<file path="config.mk">
export PLATFORM = sky130hd
export DESIGN_NAME = touch_sample_filter_calibrate_core_flat
export DESIGN_NICKNAME = d
export VERILOG_FILES = /design/src/design/tsfc_pkg.sv /design/src/design/tsfc_in_if.sv /design/src/design/tsfc_out_if.sv /design/src/design/tsfc_div.sv /design/src/design/tsfc_lane.sv /design/src/design/touch_sample_filter_calibrate_core.sv /design/src/flat_wrapper.sv
export SDC_FILE = /design/constraint.sdc
export NUM_CORES = 2
export LEC_CHECK = 0
export BUFFER_PORTS_ARGS = -buffer_cell sky130_fd_sc_hd__buf_2
export CAP_MARGIN = 20
export CORE_ASPECT_RATIO = 2
export CORE_MARGIN = 4
export CORE_UTILIZATION = 30
export CTS_CLUSTER_DIAMETER = 100
export DETAILED_ROUTE_END_ITERATION = 8
export SLEW_MARGIN = 10
export SYNTH_ARGS = -nofsm -noshare
export SYNTH_HDL_FRONTEND = slang
export SYNTH_SLANG_ARGS = --single-unit
</file>
<file path="constraint.sdc">
create_clock -name i_clk -period 71.2 [get_ports i_clk]
set_clock_uncertainty 0.15 [all_clocks]
set_input_delay 14.24 -clock i_clk [delete_from_list [all_inputs] [get_ports i_clk]]
set_output_delay 14.24 -clock i_clk [all_outputs]
set_load 0.01 [all_outputs]
</file>
<file path="src/design/tsfc_pkg.sv">
// Shared constants, codes and types for the touch sample filter/calibrate core.
// No dependencies; every other file in the design imports this package.
`default_nettype none

package tsfc_pkg;

    // Sample geometry
    localparam int ADC_BITS     = 12;
    localparam int SAMPLE_COUNT = 5;
    localparam int RAW_COUNT    = 5;
    localparam int RAW_W        = 12;
    localparam int MID          = SAMPLE_COUNT / 2;
    localparam int RANK_W       = $clog2(SAMPLE_COUNT);

    // Register field widths
    localparam int OFF_W     = 12;
    localparam int DIV_W     = 12;
    localparam int SPAN_W    = 10;
    localparam int FLIP_W    = 13;
    localparam int LIM_W     = 12;
    localparam int CFG_W     = 13;
    localparam int CFG_IDX_W = 3;

    // Register indexes
    localparam logic [CFG_IDX_W-1:0] CFG_X_OFFSET     = 3'd0;
    localparam logic [CFG_IDX_W-1:0] CFG_X_DIVISOR    = 3'd1;
    localparam logic [CFG_IDX_W-1:0] CFG_X_SPAN       = 3'd2;
    localparam logic [CFG_IDX_W-1:0] CFG_Y_OFFSET     = 3'd3;
    localparam logic [CFG_IDX_W-1:0] CFG_Y_DIVISOR    = 3'd4;
    localparam logic [CFG_IDX_W-1:0] CFG_Y_SPAN       = 3'd5;
    localparam logic [CFG_IDX_W-1:0] CFG_Y_FLIP       = 3'd6;
    localparam logic [CFG_IDX_W-1:0] CFG_SPREAD_LIMIT = 3'd7;

    // Register reset values
    localparam logic [OFF_W-1:0]  RST_X_OFFSET     = 12'd190;
    localparam logic [DIV_W-1:0]  RST_X_DIVISOR    = 12'd11;
    localparam logic [SPAN_W-1:0] RST_X_SPAN       = 10'd320;
    localparam logic [OFF_W-1:0]  RST_Y_OFFSET     = 12'd173;
    localparam logic [DIV_W-1:0]  RST_Y_DIVISOR    = 12'd8;
    localparam logic [SPAN_W-1:0] RST_Y_SPAN       = 10'd480;
    localparam logic [FLIP_W-1:0] RST_Y_FLIP       = 13'd4150;
    localparam logic [LIM_W-1:0]  RST_SPREAD_LIMIT = 12'd20;

    // Status codes
    localparam logic [1:0] ST_PEN_UP = 2'd0;
    localparam logic [1:0] ST_ZERO   = 2'd1;
    localparam logic [1:0] ST_SPREAD = 2'd2;
    localparam logic [1:0] ST_OK     = 2'd3;

    // Coordinate reported for anything but an accepted group
    localparam logic [SPAN_W-1:0] SCR_IDLE = 10'd1;

    // Divide-by-three through a reciprocal multiply
    localparam int SUM_W     = ADC_BITS + 2;
    localparam int RECIP_SH  = SUM_W + 1;
    localparam int RECIP_INT = ((2 ** RECIP_SH) + 2) / 3;
    localparam logic [SUM_W-1:0] RECIP = RECIP_INT[SUM_W-1:0];
    localparam int PROD_W    = 2 * SUM_W;

    // Signed numerator ahead of the divider, and its magnitude
    localparam int NUM_W = ((ADC_BITS > FLIP_W) ? ADC_BITS : FLIP_W) + 2;
    localparam int MAG_W = NUM_W - 1;
    localparam int CMP_W = (ADC_BITS > LIM_W) ? ADC_BITS : LIM_W;

    // Lane pipeline depth: rank, select, spread/sum, multiply, numerator,
    // one divider stage per quotient bit, map
    localparam int LANE_LAT = 5 + MAG_W + 1;

    typedef logic [ADC_BITS-1:0] t_samp;
    typedef t_samp t_samp_arr [SAMPLE_COUNT];
    typedef logic [RAW_W-1:0] t_raw;

    typedef struct packed {
        logic             pen_down;
        logic [RAW_W-1:0] raw_x0;
        logic [RAW_W-1:0] raw_x1;
        logic [RAW_W-1:0] raw_x2;
        logic [RAW_W-1:0] raw_x3;
        logic [RAW_W-1:0] raw_x4;
        logic [RAW_W-1:0] raw_y0;
        logic [RAW_W-1:0] raw_y1;
        logic [RAW_W-1:0] raw_y2;
        logic [RAW_W-1:0] raw_y3;
        logic [RAW_W-1:0] raw_y4;
    } t_in_item;

    typedef struct packed {
        logic [1:0]        status;
        logic [SPAN_W-1:0] screen_x;
        logic [SPAN_W-1:0] screen_y;
        logic              pressed;
    } t_out_item;

    // Per-lane flags that travel alongside the data
    typedef struct packed {
        logic zero;
        logic sok;
        logic neg;
    } t_side;

    // Per-lane calibration settings
    typedef struct packed {
        logic [OFF_W-1:0]  offset;
        logic [DIV_W-1:0]  divisor;
        logic [SPAN_W-1:0] span;
        logic [FLIP_W-1:0] flip;
        logic              flip_en;
        logic [LIM_W-1:0]  limit;
    } t_lane_cfg;

endpackage

`default_nettype wire

</file>
<file path="src/design/tsfc_in_if.sv">
// Input channel of the touch filter: valid/ready plus one group of raw samples.
// Depends on tsfc_pkg for the payload type.
`default_nettype none

interface tsfc_in_if;
    import tsfc_pkg::*;

    logic     valid;
    logic     ready;
    t_in_item data;

    modport source (output valid, output data, input ready);
    modport sink (input valid, input data, output ready);
endinterface

`default_nettype wire

</file>
<file path="src/design/tsfc_out_if.sv">
// Output channel of the touch filter: valid/ready plus one calibrated result.
// Depends on tsfc_pkg for the payload type.
`default_nettype none

interface tsfc_out_if;
    import tsfc_pkg::*;

    logic      valid;
    logic      ready;
    t_out_item data;

    modport source (output valid, output data, input ready);
    modport sink (input valid, input data, output ready);
endinterface

`default_nettype wire

</file>
<file path="src/design/tsfc_div.sv">
// Pipelined restoring divider, one quotient bit per stage, with side flags.
// Depends on tsfc_pkg for widths and the side-flag struct.
`default_nettype none

module tsfc_div (
    input  wire logic                       i_clk,
    input  wire logic                       i_en,
    input  wire logic [tsfc_pkg::MAG_W-1:0] i_num,
    input  wire logic [tsfc_pkg::DIV_W-1:0] i_dvs,
    input  wire tsfc_pkg::t_side            i_side,
    output logic [tsfc_pkg::MAG_W-1:0]      o_quo,
    output tsfc_pkg::t_side                 o_side
);
    import tsfc_pkg::*;

    logic [DIV_W-1:0] r_rem  [MAG_W];
    logic [MAG_W-1:0] r_num  [MAG_W];
    logic [MAG_W-1:0] r_quo  [MAG_W];
    logic [DIV_W-1:0] r_dvs  [MAG_W];
    t_side            r_side [MAG_W];

    for (genvar k = 0; k < MAG_W; k++) begin : g_stage
        logic [DIV_W-1:0] w_rem_in;
        logic [MAG_W-1:0] w_num_in;
        logic [MAG_W-1:0] w_quo_in;
        logic [DIV_W-1:0] w_dvs_in;
        t_side            w_side_in;
        logic [DIV_W:0]   w_trial;
        logic [DIV_W:0]   w_diff;
        logic             w_ge;

        // Pick the previous stage, or the divider inputs for the first stage
        if (k == 0) begin : g_first
            assign w_rem_in  = '0;
            assign w_num_in  = i_num;
            assign w_quo_in  = '0;
            assign w_dvs_in  = i_dvs;
            assign w_side_in = i_side;
        end else begin : g_next
            assign w_rem_in  = r_rem[k-1];
            assign w_num_in  = r_num[k-1];
            assign w_quo_in  = r_quo[k-1];
            assign w_dvs_in  = r_dvs[k-1];
            assign w_side_in = r_side[k-1];
        end

        // Bring down the next dividend bit and trial-subtract
        assign w_trial = {w_rem_in, w_num_in[MAG_W-1]};
        assign w_ge    = (w_trial >= {1'b0, w_dvs_in});
        assign w_diff  = w_trial - {1'b0, w_dvs_in};

        always_ff @(posedge i_clk) begin
            if (i_en) begin
                r_rem[k]  <= w_ge ? w_diff[DIV_W-1:0] : w_trial[DIV_W-1:0];
                r_num[k]  <= {w_num_in[MAG_W-2:0], 1'b0};
                r_quo[k]  <= {w_quo_in[MAG_W-2:0], w_ge};
                r_dvs[k]  <= w_dvs_in;
                r_side[k] <= w_side_in;
            end
        end
    end

    assign o_quo  = r_quo[MAG_W-1];
    assign o_side = r_side[MAG_W-1];

endmodule

`default_nettype wire

</file>
<file path="src/design/tsfc_lane.sv">
// One axis lane: rank sort, middle-three spread check and mean, then the
// calibration map through the pipelined divider. Depends on tsfc_pkg, tsfc_div.
`default_nettype none

module tsfc_lane (
    input  wire logic                        i_clk,
    input  wire logic                        i_en,
    input  wire tsfc_pkg::t_samp_arr         i_samp,
    input  wire tsfc_pkg::t_lane_cfg         i_cfg,
    output logic [tsfc_pkg::SPAN_W-1:0]      o_scr,
    output tsfc_pkg::t_side                  o_side
);
    import tsfc_pkg::*;

    // Stage 1: ranks and zero test
    t_samp             r_s1_samp [SAMPLE_COUNT];
    logic [RANK_W-1:0] r_s1_rank [SAMPLE_COUNT];
    logic              r_s1_zero;
    logic [RANK_W-1:0] n_s1_rank [SAMPLE_COUNT];
    logic              n_s1_zero;

    always_comb begin
        n_s1_zero = 1'b0;
        for (int i = 0; i < SAMPLE_COUNT; i++) begin
            n_s1_rank[i] = '0;
            if (i_samp[i] == '0) begin
                n_s1_zero = 1'b1;
            end
            for (int j = 0; j < SAMPLE_COUNT; j++) begin
                if ((j != i) && ((i_samp[j] < i_samp[i]) ||
                                 ((i_samp[j] == i_samp[i]) && (j < i)))) begin
                    n_s1_rank[i] = n_s1_rank[i] + RANK_W'(1);
                end
            end
        end
    end

    always_ff @(posedge i_clk) begin
        if (i_en) begin
            r_s1_samp <= i_samp;
            r_s1_rank <= n_s1_rank;
            r_s1_zero <= n_s1_zero;
        end
    end

    // Stage 2: pick the three middle samples by rank
    t_samp r_s2_mid [3];
    logic  r_s2_zero;
    t_samp n_s2_mid [3];

    always_comb begin
        for (int t = 0; t < 3; t++) begin
            n_s2_mid[t] = '0;
            for (int i = 0; i < SAMPLE_COUNT; i++) begin
                if (r_s1_rank[i] == RANK_W'(MID - 1 + t)) begin
                    n_s2_mid[t] = n_s2_mid[t] | r_s1_samp[i];
                end
            end
        end
    end

    always_ff @(posedge i_clk) begin
        if (i_en) begin
            r_s2_mid  <= n_s2_mid;
            r_s2_zero <= r_s1_zero;
        end
    end

    // Stage 3: spread check and sum of the middle three
    logic [SUM_W-1:0] r_s3_sum;
    logic             r_s3_zero;
    logic             r_s3_sok;
    logic [CMP_W-1:0] w_gap_lo;
    logic [CMP_W-1:0] w_gap_hi;
    logic [CMP_W-1:0] w_lim;

    assign w_gap_lo = CMP_W'(r_s2_mid[1] - r_s2_mid[0]);
    assign w_gap_hi = CMP_W'(r_s2_mid[2] - r_s2_mid[1]);
    assign w_lim    = CMP_W'(i_cfg.limit);

    always_ff @(posedge i_clk) begin
        if (i_en) begin
            r_s3_sum  <= SUM_W'(r_s2_mid[0]) + SUM_W'(r_s2_mid[1]) + SUM_W'(r_s2_mid[2]);
            r_s3_zero <= r_s2_zero;
            r_s3_sok  <= (w_gap_lo <= w_lim) && (w_gap_hi <= w_lim);
        end
    end

    // Stage 4: multiply by the reciprocal of three
    logic [PROD_W-1:0] r_s4_prod;
    logic              r_s4_zero;
    logic              r_s4_sok;

    always_ff @(posedge i_clk) begin
        if (i_en) begin
            r_s4_prod <= PROD_W'(r_s3_sum) * PROD_W'(RECIP);
            r_s4_zero <= r_s3_zero;
            r_s4_sok  <= r_s3_sok;
        end
    end

    // Stage 5: form the signed numerator, split into sign and magnitude
    logic [PROD_W-1:0] w_avg_full;
    logic [NUM_W-1:0]  w_avg;
    logic [NUM_W-1:0]  w_num;
    logic [NUM_W-1:0]  w_num_neg;
    logic [MAG_W-1:0]  r_s5_mag;
    logic [DIV_W-1:0]  r_s5_dvs;
    t_side             r_s5_side;

    assign w_avg_full = r_s4_prod >> RECIP_SH;
    assign w_avg      = NUM_W'(w_avg_full[ADC_BITS-1:0]);
    assign w_num      = i_cfg.flip_en
                      ? (NUM_W'(i_cfg.flip) - w_avg - NUM_W'(i_cfg.offset))
                      : (w_avg - NUM_W'(i_cfg.offset));
    assign w_num_neg  = '0 - w_num;

    always_ff @(posedge i_clk) begin
        if (i_en) begin
            r_s5_mag       <= w_num[NUM_W-1] ? w_num_neg[MAG_W-1:0] : w_num[MAG_W-1:0];
            // A zero divisor divides as one
            r_s5_dvs       <= (i_cfg.divisor == '0) ? DIV_W'(1) : i_cfg.divisor;
            r_s5_side.zero <= r_s4_zero;
            r_s5_side.sok  <= r_s4_sok;
            r_s5_side.neg  <= w_num[NUM_W-1];
        end
    end

    // Divider stages
    logic [MAG_W-1:0] w_quo;
    t_side            w_div_side;

    tsfc_div u_div (
        .i_clk  (i_clk),
        .i_en   (i_en),
        .i_num  (r_s5_mag),
        .i_dvs  (r_s5_dvs),
        .i_side (r_s5_side),
        .o_quo  (w_quo),
        .o_side (w_div_side)
    );

    // Map: span minus signed quotient, clamped to 0..span
    logic [SPAN_W-1:0] r_scr;
    t_side             r_side;
    logic [SPAN_W-1:0] n_scr;

    always_comb begin
        if (w_div_side.neg) begin
            n_scr = i_cfg.span;
        end else if (w_quo >= MAG_W'(i_cfg.span)) begin
            n_scr = '0;
        end else begin
            n_scr = i_cfg.span - w_quo[SPAN_W-1:0];
        end
    end

    always_ff @(posedge i_clk) begin
        if (i_en) begin
            r_scr  <= n_scr;
            r_side <= w_div_side;
        end
    end

    assign o_scr  = r_scr;
    assign o_side = r_side;

endmodule

`default_nettype wire

</file>
<file path="src/design/touch_sample_filter_calibrate_core.sv">
// Top level of the touch filter: config registers, X and Y lanes, status merge
// and output register. Depends on tsfc_pkg, tsfc_in_if, tsfc_out_if, tsfc_lane.
//
//   Channel   Dir  Handshake          Carries
//   i_in      in   valid/ready        pen_down, raw_x0..raw_x4, raw_y0..raw_y4
//   o_out     out  valid/ready        status, screen_x, screen_y, pressed
//   i_cfg_*   in   write enable only  register index and data, no read-back
//
// One transaction accepted per cycle while no result waits on o_out; each result passes
// through the lane stages, the one-bit-per-stage divider and the output register.
// The whole pipeline advances together and holds while a result waits on o_out.
// Reset clears the pipeline valid bits and loads the default calibration.
`default_nettype none

module touch_sample_filter_calibrate_core (
    input  wire logic                           i_clk,
    input  wire logic                           i_rst_n,
    tsfc_in_if.sink                             i_in,
    tsfc_out_if.source                          o_out,
    input  wire logic                           i_cfg_we,
    input  wire logic [tsfc_pkg::CFG_IDX_W-1:0] i_cfg_idx,
    input  wire logic [tsfc_pkg::CFG_W-1:0]     i_cfg_data
);
    import tsfc_pkg::*;

    // Configuration registers
    logic [OFF_W-1:0]  r_x_offset;
    logic [DIV_W-1:0]  r_x_divisor;
    logic [SPAN_W-1:0] r_x_span;
    logic [OFF_W-1:0]  r_y_offset;
    logic [DIV_W-1:0]  r_y_divisor;
    logic [SPAN_W-1:0] r_y_span;
    logic [FLIP_W-1:0] r_y_flip;
    logic [LIM_W-1:0]  r_spread_limit;

    always_ff @(posedge i_clk) begin
        if (!i_rst_n) begin
            r_x_offset     <= RST_X_OFFSET;
            r_x_divisor    <= RST_X_DIVISOR;
            r_x_span       <= RST_X_SPAN;
            r_y_offset     <= RST_Y_OFFSET;
            r_y_divisor    <= RST_Y_DIVISOR;
            r_y_span       <= RST_Y_SPAN;
            r_y_flip       <= RST_Y_FLIP;
            r_spread_limit <= RST_SPREAD_LIMIT;
        end else if (i_cfg_we) begin
            case (i_cfg_idx)
                CFG_X_OFFSET:     r_x_offset     <= i_cfg_data[OFF_W-1:0];
                CFG_X_DIVISOR:    r_x_divisor    <= i_cfg_data[DIV_W-1:0];
                CFG_X_SPAN:       r_x_span       <= i_cfg_data[SPAN_W-1:0];
                CFG_Y_OFFSET:     r_y_offset     <= i_cfg_data[OFF_W-1:0];
                CFG_Y_DIVISOR:    r_y_divisor    <= i_cfg_data[DIV_W-1:0];
                CFG_Y_SPAN:       r_y_span       <= i_cfg_data[SPAN_W-1:0];
                CFG_Y_FLIP:       r_y_flip       <= i_cfg_data[FLIP_W-1:0];
                CFG_SPREAD_LIMIT: r_spread_limit <= i_cfg_data[LIM_W-1:0];
                default: begin
                end
            endcase
        end
    end

    // Lane settings
    t_lane_cfg w_cfg_x;
    t_lane_cfg w_cfg_y;

    assign w_cfg_x = '{offset: r_x_offset, divisor: r_x_divisor, span: r_x_span,
                       flip: '0, flip_en: 1'b0, limit: r_spread_limit};
    assign w_cfg_y = '{offset: r_y_offset, divisor: r_y_divisor, span: r_y_span,
                       flip: r_y_flip, flip_en: 1'b1, limit: r_spread_limit};

    // Pipeline advances unless a finished result is held on the output
    logic      r_out_vld;
    t_out_item r_out;
    logic      w_en;

    assign w_en       = !r_out_vld || o_out.ready;
    // Take no transaction while reset is held
    assign i_in.ready = w_en && i_rst_n;

    // Unpack the used samples of each axis
    t_raw      w_raw_x [RAW_COUNT];
    t_raw      w_raw_y [RAW_COUNT];
    t_samp_arr w_samp_x;
    t_samp_arr w_samp_y;

    assign w_raw_x = '{i_in.data.raw_x0, i_in.data.raw_x1, i_in.data.raw_x2,
                       i_in.data.raw_x3, i_in.data.raw_x4};
    assign w_raw_y = '{i_in.data.raw_y0, i_in.data.raw_y1, i_in.data.raw_y2,
                       i_in.data.raw_y3, i_in.data.raw_y4};

    always_comb begin
        for (int k = 0; k < SAMPLE_COUNT; k++) begin
            w_samp_x[k] = t_samp'(w_raw_x[k]);
            w_samp_y[k] = t_samp'(w_raw_y[k]);
        end
    end

    // Axis lanes
    logic [SPAN_W-1:0] w_scr_x;
    logic [SPAN_W-1:0] w_scr_y;
    t_side             w_side_x;
    t_side             w_side_y;

    tsfc_lane u_lane_x (
        .i_clk  (i_clk),
        .i_en   (w_en),
        .i_samp (w_samp_x),
        .i_cfg  (w_cfg_x),
        .o_scr  (w_scr_x),
        .o_side (w_side_x)
    );

    tsfc_lane u_lane_y (
        .i_clk  (i_clk),
        .i_en   (w_en),
        .i_samp (w_samp_y),
        .i_cfg  (w_cfg_y),
        .o_scr  (w_scr_y),
        .o_side (w_side_y)
    );

    // Valid and pen-down flags, delayed to match the lanes
    logic [LANE_LAT-1:0] r_vld;
    logic [LANE_LAT-1:0] r_pen;

    always_ff @(posedge i_clk) begin
        if (!i_rst_n) begin
            r_vld <= '0;
        end else if (w_en) begin
            r_vld <= {r_vld[LANE_LAT-2:0], i_in.valid};
        end
    end

    always_ff @(posedge i_clk) begin
        if (w_en) begin
            r_pen <= {r_pen[LANE_LAT-2:0], i_in.data.pen_down};
        end
    end

    // Merge lane findings into one status; zero test ranks above spread test
    t_out_item n_out;

    always_comb begin
        n_out.screen_x = SCR_IDLE;
        n_out.screen_y = SCR_IDLE;
        n_out.pressed  = 1'b0;
        if (!r_pen[LANE_LAT-1]) begin
            n_out.status = ST_PEN_UP;
        end else if (w_side_x.zero || w_side_y.zero) begin
            n_out.status = ST_ZERO;
        end else if (!w_side_x.sok || !w_side_y.sok) begin
            n_out.status = ST_SPREAD;
        end else begin
            n_out.status   = ST_OK;
            n_out.screen_x = w_scr_x;
            n_out.screen_y = w_scr_y;
            n_out.pressed  = 1'b1;
        end
    end

    // Output register
    always_ff @(posedge i_clk) begin
        if (!i_rst_n) begin
            r_out_vld <= 1'b0;
        end else if (w_en) begin
            r_out_vld <= r_vld[LANE_LAT-1];
        end
    end

    always_ff @(posedge i_clk) begin
        if (w_en) begin
            r_out <= n_out;
        end
    end

    assign o_out.valid = r_out_vld;
    assign o_out.data  = r_out;

endmodule

`default_nettype wire

</file>
<file path="src/flat_wrapper.sv">
// flat-port wrapper written by rule: the top's interface ports become plain ports
module touch_sample_filter_calibrate_core_flat import tsfc_pkg::*;
  (i_clk, i_rst_n, i_cfg_we, i_cfg_idx, i_cfg_data, i_in_valid, i_in_data, i_in_ready, o_out_valid, o_out_data, o_out_ready);
  tsfc_in_if i_in_i ();
  tsfc_out_if o_out_i ();
  input  wire logic i_clk;
  input  wire logic i_rst_n;
  input  wire logic i_cfg_we;
  input  wire logic [tsfc_pkg::CFG_IDX_W-1:0] i_cfg_idx;
  input  wire logic [tsfc_pkg::CFG_W-1:0] i_cfg_data;
  input wire logic [$bits(i_in_i.valid)-1:0] i_in_valid;
  input wire logic [$bits(i_in_i.data)-1:0] i_in_data;
  output wire logic [$bits(i_in_i.ready)-1:0] i_in_ready;
  output wire logic [$bits(o_out_i.valid)-1:0] o_out_valid;
  output wire logic [$bits(o_out_i.data)-1:0] o_out_data;
  input wire logic [$bits(o_out_i.ready)-1:0] o_out_ready;
  assign i_in_i.valid = i_in_valid;
  assign i_in_i.data = i_in_data;
  assign i_in_ready = i_in_i.ready;
  assign o_out_valid = o_out_i.valid;
  assign o_out_data = o_out_i.data;
  assign o_out_i.ready = o_out_ready;
  touch_sample_filter_calibrate_core u_core (.i_clk(i_clk), .i_rst_n(i_rst_n), .i_in(i_in_i), .o_out(o_out_i), .i_cfg_we(i_cfg_we), .i_cfg_idx(i_cfg_idx), .i_cfg_data(i_cfg_data));
endmodule
</file>
==> impl_metrics.csv <==
group,metric,value,unit
status,status,"complete, no violations",
sta,relSlewSlack,20.7,%
placement,place_inst,11500,
setup_path,critPathMostFrequentCell,"buf_2",
yosys,async_flop_share,0,%
setup_path,path_cells,"buf_2 > nor2b_2 > inv_8 > and2_1 > buf_2",
clocking,cts_hold_buf,0,
yosys,ys_ff_latch,1625,
yosys,netlist_instances,7425,
detailed_routing,wl,215000,um
setup_path,critPathLaunchType,"input port",
yosys,synth_edf_count,1511,
global_routing,grt_pass1_wl,331000,um
final_layout,multi_input_area,38100,sq um
yosys,yosysUniqueCellTypes,78,
yosys,netlist_top_cells_count,"edfxtp_1, inv_1, ha_1, nand2_1, a21oi_1",
setup_path,cp_max_fo,113,
detailed_routing,post_drt_wl_per_cell,18.2,um
setup_path,worstPathArrival,16.14,ns
final_layout,regArea,47700,sq um
yosys,synthFlopType,"edfxtp_1",
floorplanning,core,299000,sq um
floorplanning,rows,284,
setup_path,slowest_stage,"nor2b_2",
final_layout,finalNonFillerCells,11800,
yosys,synth_nets,8694,
final_layout,drive_above_1_share,8.48,%
yosys,synth_top_cell_area_share,50.5,%
clocking,cts.repair.resized,0,
setup_path,rrSetupSlack,64.86,ns
global_routing,grt_pass1_vias,61000,
yosys,yosysMostFrequentCell,"edfxtp_1",
detailed_routing,dr.pass1.iters,7,
final_layout,nNetsFinal,8948,
clocking,cts_tree,"built",
yosys,ys_seq_area_share,53.0,%
detailed_routing,vias,56900,
clocking,clk_latency,0.82,ns
detailed_routing,routed_via_density,4.82,
floorplanning,die_y,782,um
sta,hold_viol_final,0,
yosys,yosys_warnings,0,
setup_path,cp.required,56.81,ns
global_routing,grt_max_degree,206,
hold_path,min_path_type,"flip-flop to flip-flop",
detailed_routing,ant_nets,0,
floorplanning,ioPinCount,167,
placement,gp_congestion,0.935,
yosys,synth_largest_area_cell,"edfxtp_1",
detailed_routing,drc,0,
setup_path,critPathCaptureType,"output port",
final_layout,num-fill-cells,29300,
sta,final_max_slew_viol_count,0,
setup_path,slowest_delay,0.78,ns
global_routing,antenna_found_initial,21,
job,drv_cap,0,
clocking,h-tree-depth,4,
global_routing,grt.overflow.total,0,
placement,place_hpwl,166000,um
sta,fmax,32.7,MHz
floorplanning,die_w,395,um
sta,post-route-period-util,42.9,%
yosys,synth_area_per_cell,12.1,sq um
sta,rsz0062_at_grt,"no",
clocking,cts-root-buf,"clkbuf_16",
placement,port_buffers,166,
sta,tightest_slew,1.18,ns
sta,tns,0,ns
floorplanning,start_util,30.1,%
clocking,cts_sinks,1625,
clocking,cts_made_buffers,167,
yosys,synth.area.top_cells,"edfxtp_1, ha_1, inv_1",
sta,final-setup-viol-count,0,
clocking,clk_pin_slew,0.06,ns
floorplanning,die_area,309000,sq um
yosys,syn-cell-area,89900,sq um
clocking,clk_path_buf_depth,4,
detailed_routing,drtIter0Drc,2857,
sta,finalCriticalPeriod,30.53,ns
global_routing,grt_use_total,13.6,%
final_layout,syn_to_final_growth,12.3,%
setup_path,path_class,"input port to output port",
clocking,postCtsSetupBuffers,0,
through the flow:
| stage | setup WS (ns) | hold WS, ns | util [%] | cell area (sq um) |
|---|---|---|---|---|
| finish | 40.67 | 0.214 | 33.8 | 101000 |
| global route | 40.49 | 0.225 | 33.8 | 101000 |
| CTS | 40.64 | 0.225 | 33.8 | 101000 |
| detailed placement | 40.64 | 0.255 | 32.0 | 95700 |
| global placement | 40.63 | 0.250 | 32.0 | 95500 |
| floorplan | 22.01 | 0.250 | - | 89900 |
layer usage:
metal | vias to the layer above | wire (um) | GRT usage, %
li1 | 27400 | - | -
met1 | 27500 | 66600 | 11.5
met2 | 1292 | 124000 | 28.3
met3 | 653 | 7500 | 1.89
met4 | 18 | 17100 | 9.66
met5 | - | 84 | 0
cell usage in the layout (no fill, tap or decap), types with 38 or more instances in the layout:
master / count
nor4_1: 75
mux2_2: 162
clkbuf_1: 38
nand2_1: 530
o21a_1: 94
inv_1: 962
mux2i_1: 54
a22oi_1: 106
nor2b_1: 132
nor2_1: 258
a21boi_0: 122
ha_1: 956
edfxtp_1: 1511
xor2_1: 125
dfxtp_1: 114
a21o_1: 179
buf_4: 52
nand3_1: 112
fa_1: 171
a21oi_1: 286
o21ai_0: 277
clkbuf_16: 170
nand2b_1: 103
nand4_1: 127
a222oi_1: 38
buf_2: 165
xnor2_1: 212
nor3_1: 126
cell type report:
class,instances,share of cell area [%]
clock inverter,78,0.764
multi-input combinational,4700,37.8
tap,4004,4.96
sequential,1625,47.2
timing repair buffer,221,1.27
antenna,4,0.00992
inverter,964,3.59
clock buffer,211,4.40
kinds of logic (layout without fill, tap and decap cells):
group | after synthesis | count (layout) | synth area share, %
mux | 216 | 216 | 2.63
simple gates | 1633 | 1633 | 9.04
fa+ha+maj | 1127 | 1127 | 17.1
xor+xnor | 338 | 338 | 3.30
compound gates | 1385 | 1385 | 10.2
flops | 1625 | 1625 | 53.0
buf+inv | 1100 | 1474 | 4.70
other cells | 1 | 5 | 0.00417
final timing paths:
kind / start / end / cells after the start
worst max-delay path: o_out_ready / i_in_ready / 5
worst min-delay path: u_core.u_lane_y.u_div.r_num[0][18] / u_core.u_lane_y.u_div.r_num[0][32] / 0
worst max register to register: u_core.u_lane_x.r_s3_sum[6] / u_core.u_lane_x.r_s4_prod[26] / 20
worst min register to register: u_core.u_lane_y.u_div.r_num[0][18] / u_core.u_lane_y.u_div.r_num[0][32] / 0
critical path: cells and delay by family:
family / cells / cell delay, ns
buf+inv: 3 / 0.75
simple gates: 2 / 1.12
sequential cells by signal, indices dropped and copies added (netlist names), 15 cells and up:
signal,cells
u_core.u_lane_x.u_div.r_num,91
u_core.o_out.data,23
u_core.u_lane_x.u_div.r_dvs,156
u_core.u_lane_x.u_div.r_rem,156
u_core.r_pen,20
u_core.u_lane_x.r_s1_rank,15
u_core.u_lane_y.u_div.r_rem,156
u_core.u_lane_y.r_s1_rank,15
u_core.u_lane_x.u_div.r_side,42
u_core.u_lane_x.u_div.r_quo,105
u_core.u_lane_y.u_div.r_quo,105
u_core.u_lane_y.u_div.r_dvs,156
u_core.u_lane_y.r_s1_samp,60
u_core.u_lane_y.r_s2_mid,36
u_core.u_lane_x.r_s1_samp,60
u_core.u_lane_y.u_div.r_side,42
u_core.r_vld,20
u_core.u_lane_x.r_s2_mid,36
u_core.u_lane_y.u_div.r_num,91
Power is not shown: default switching activity piles up to over one toggle a cycle in this logic, so the estimate is an artifact.
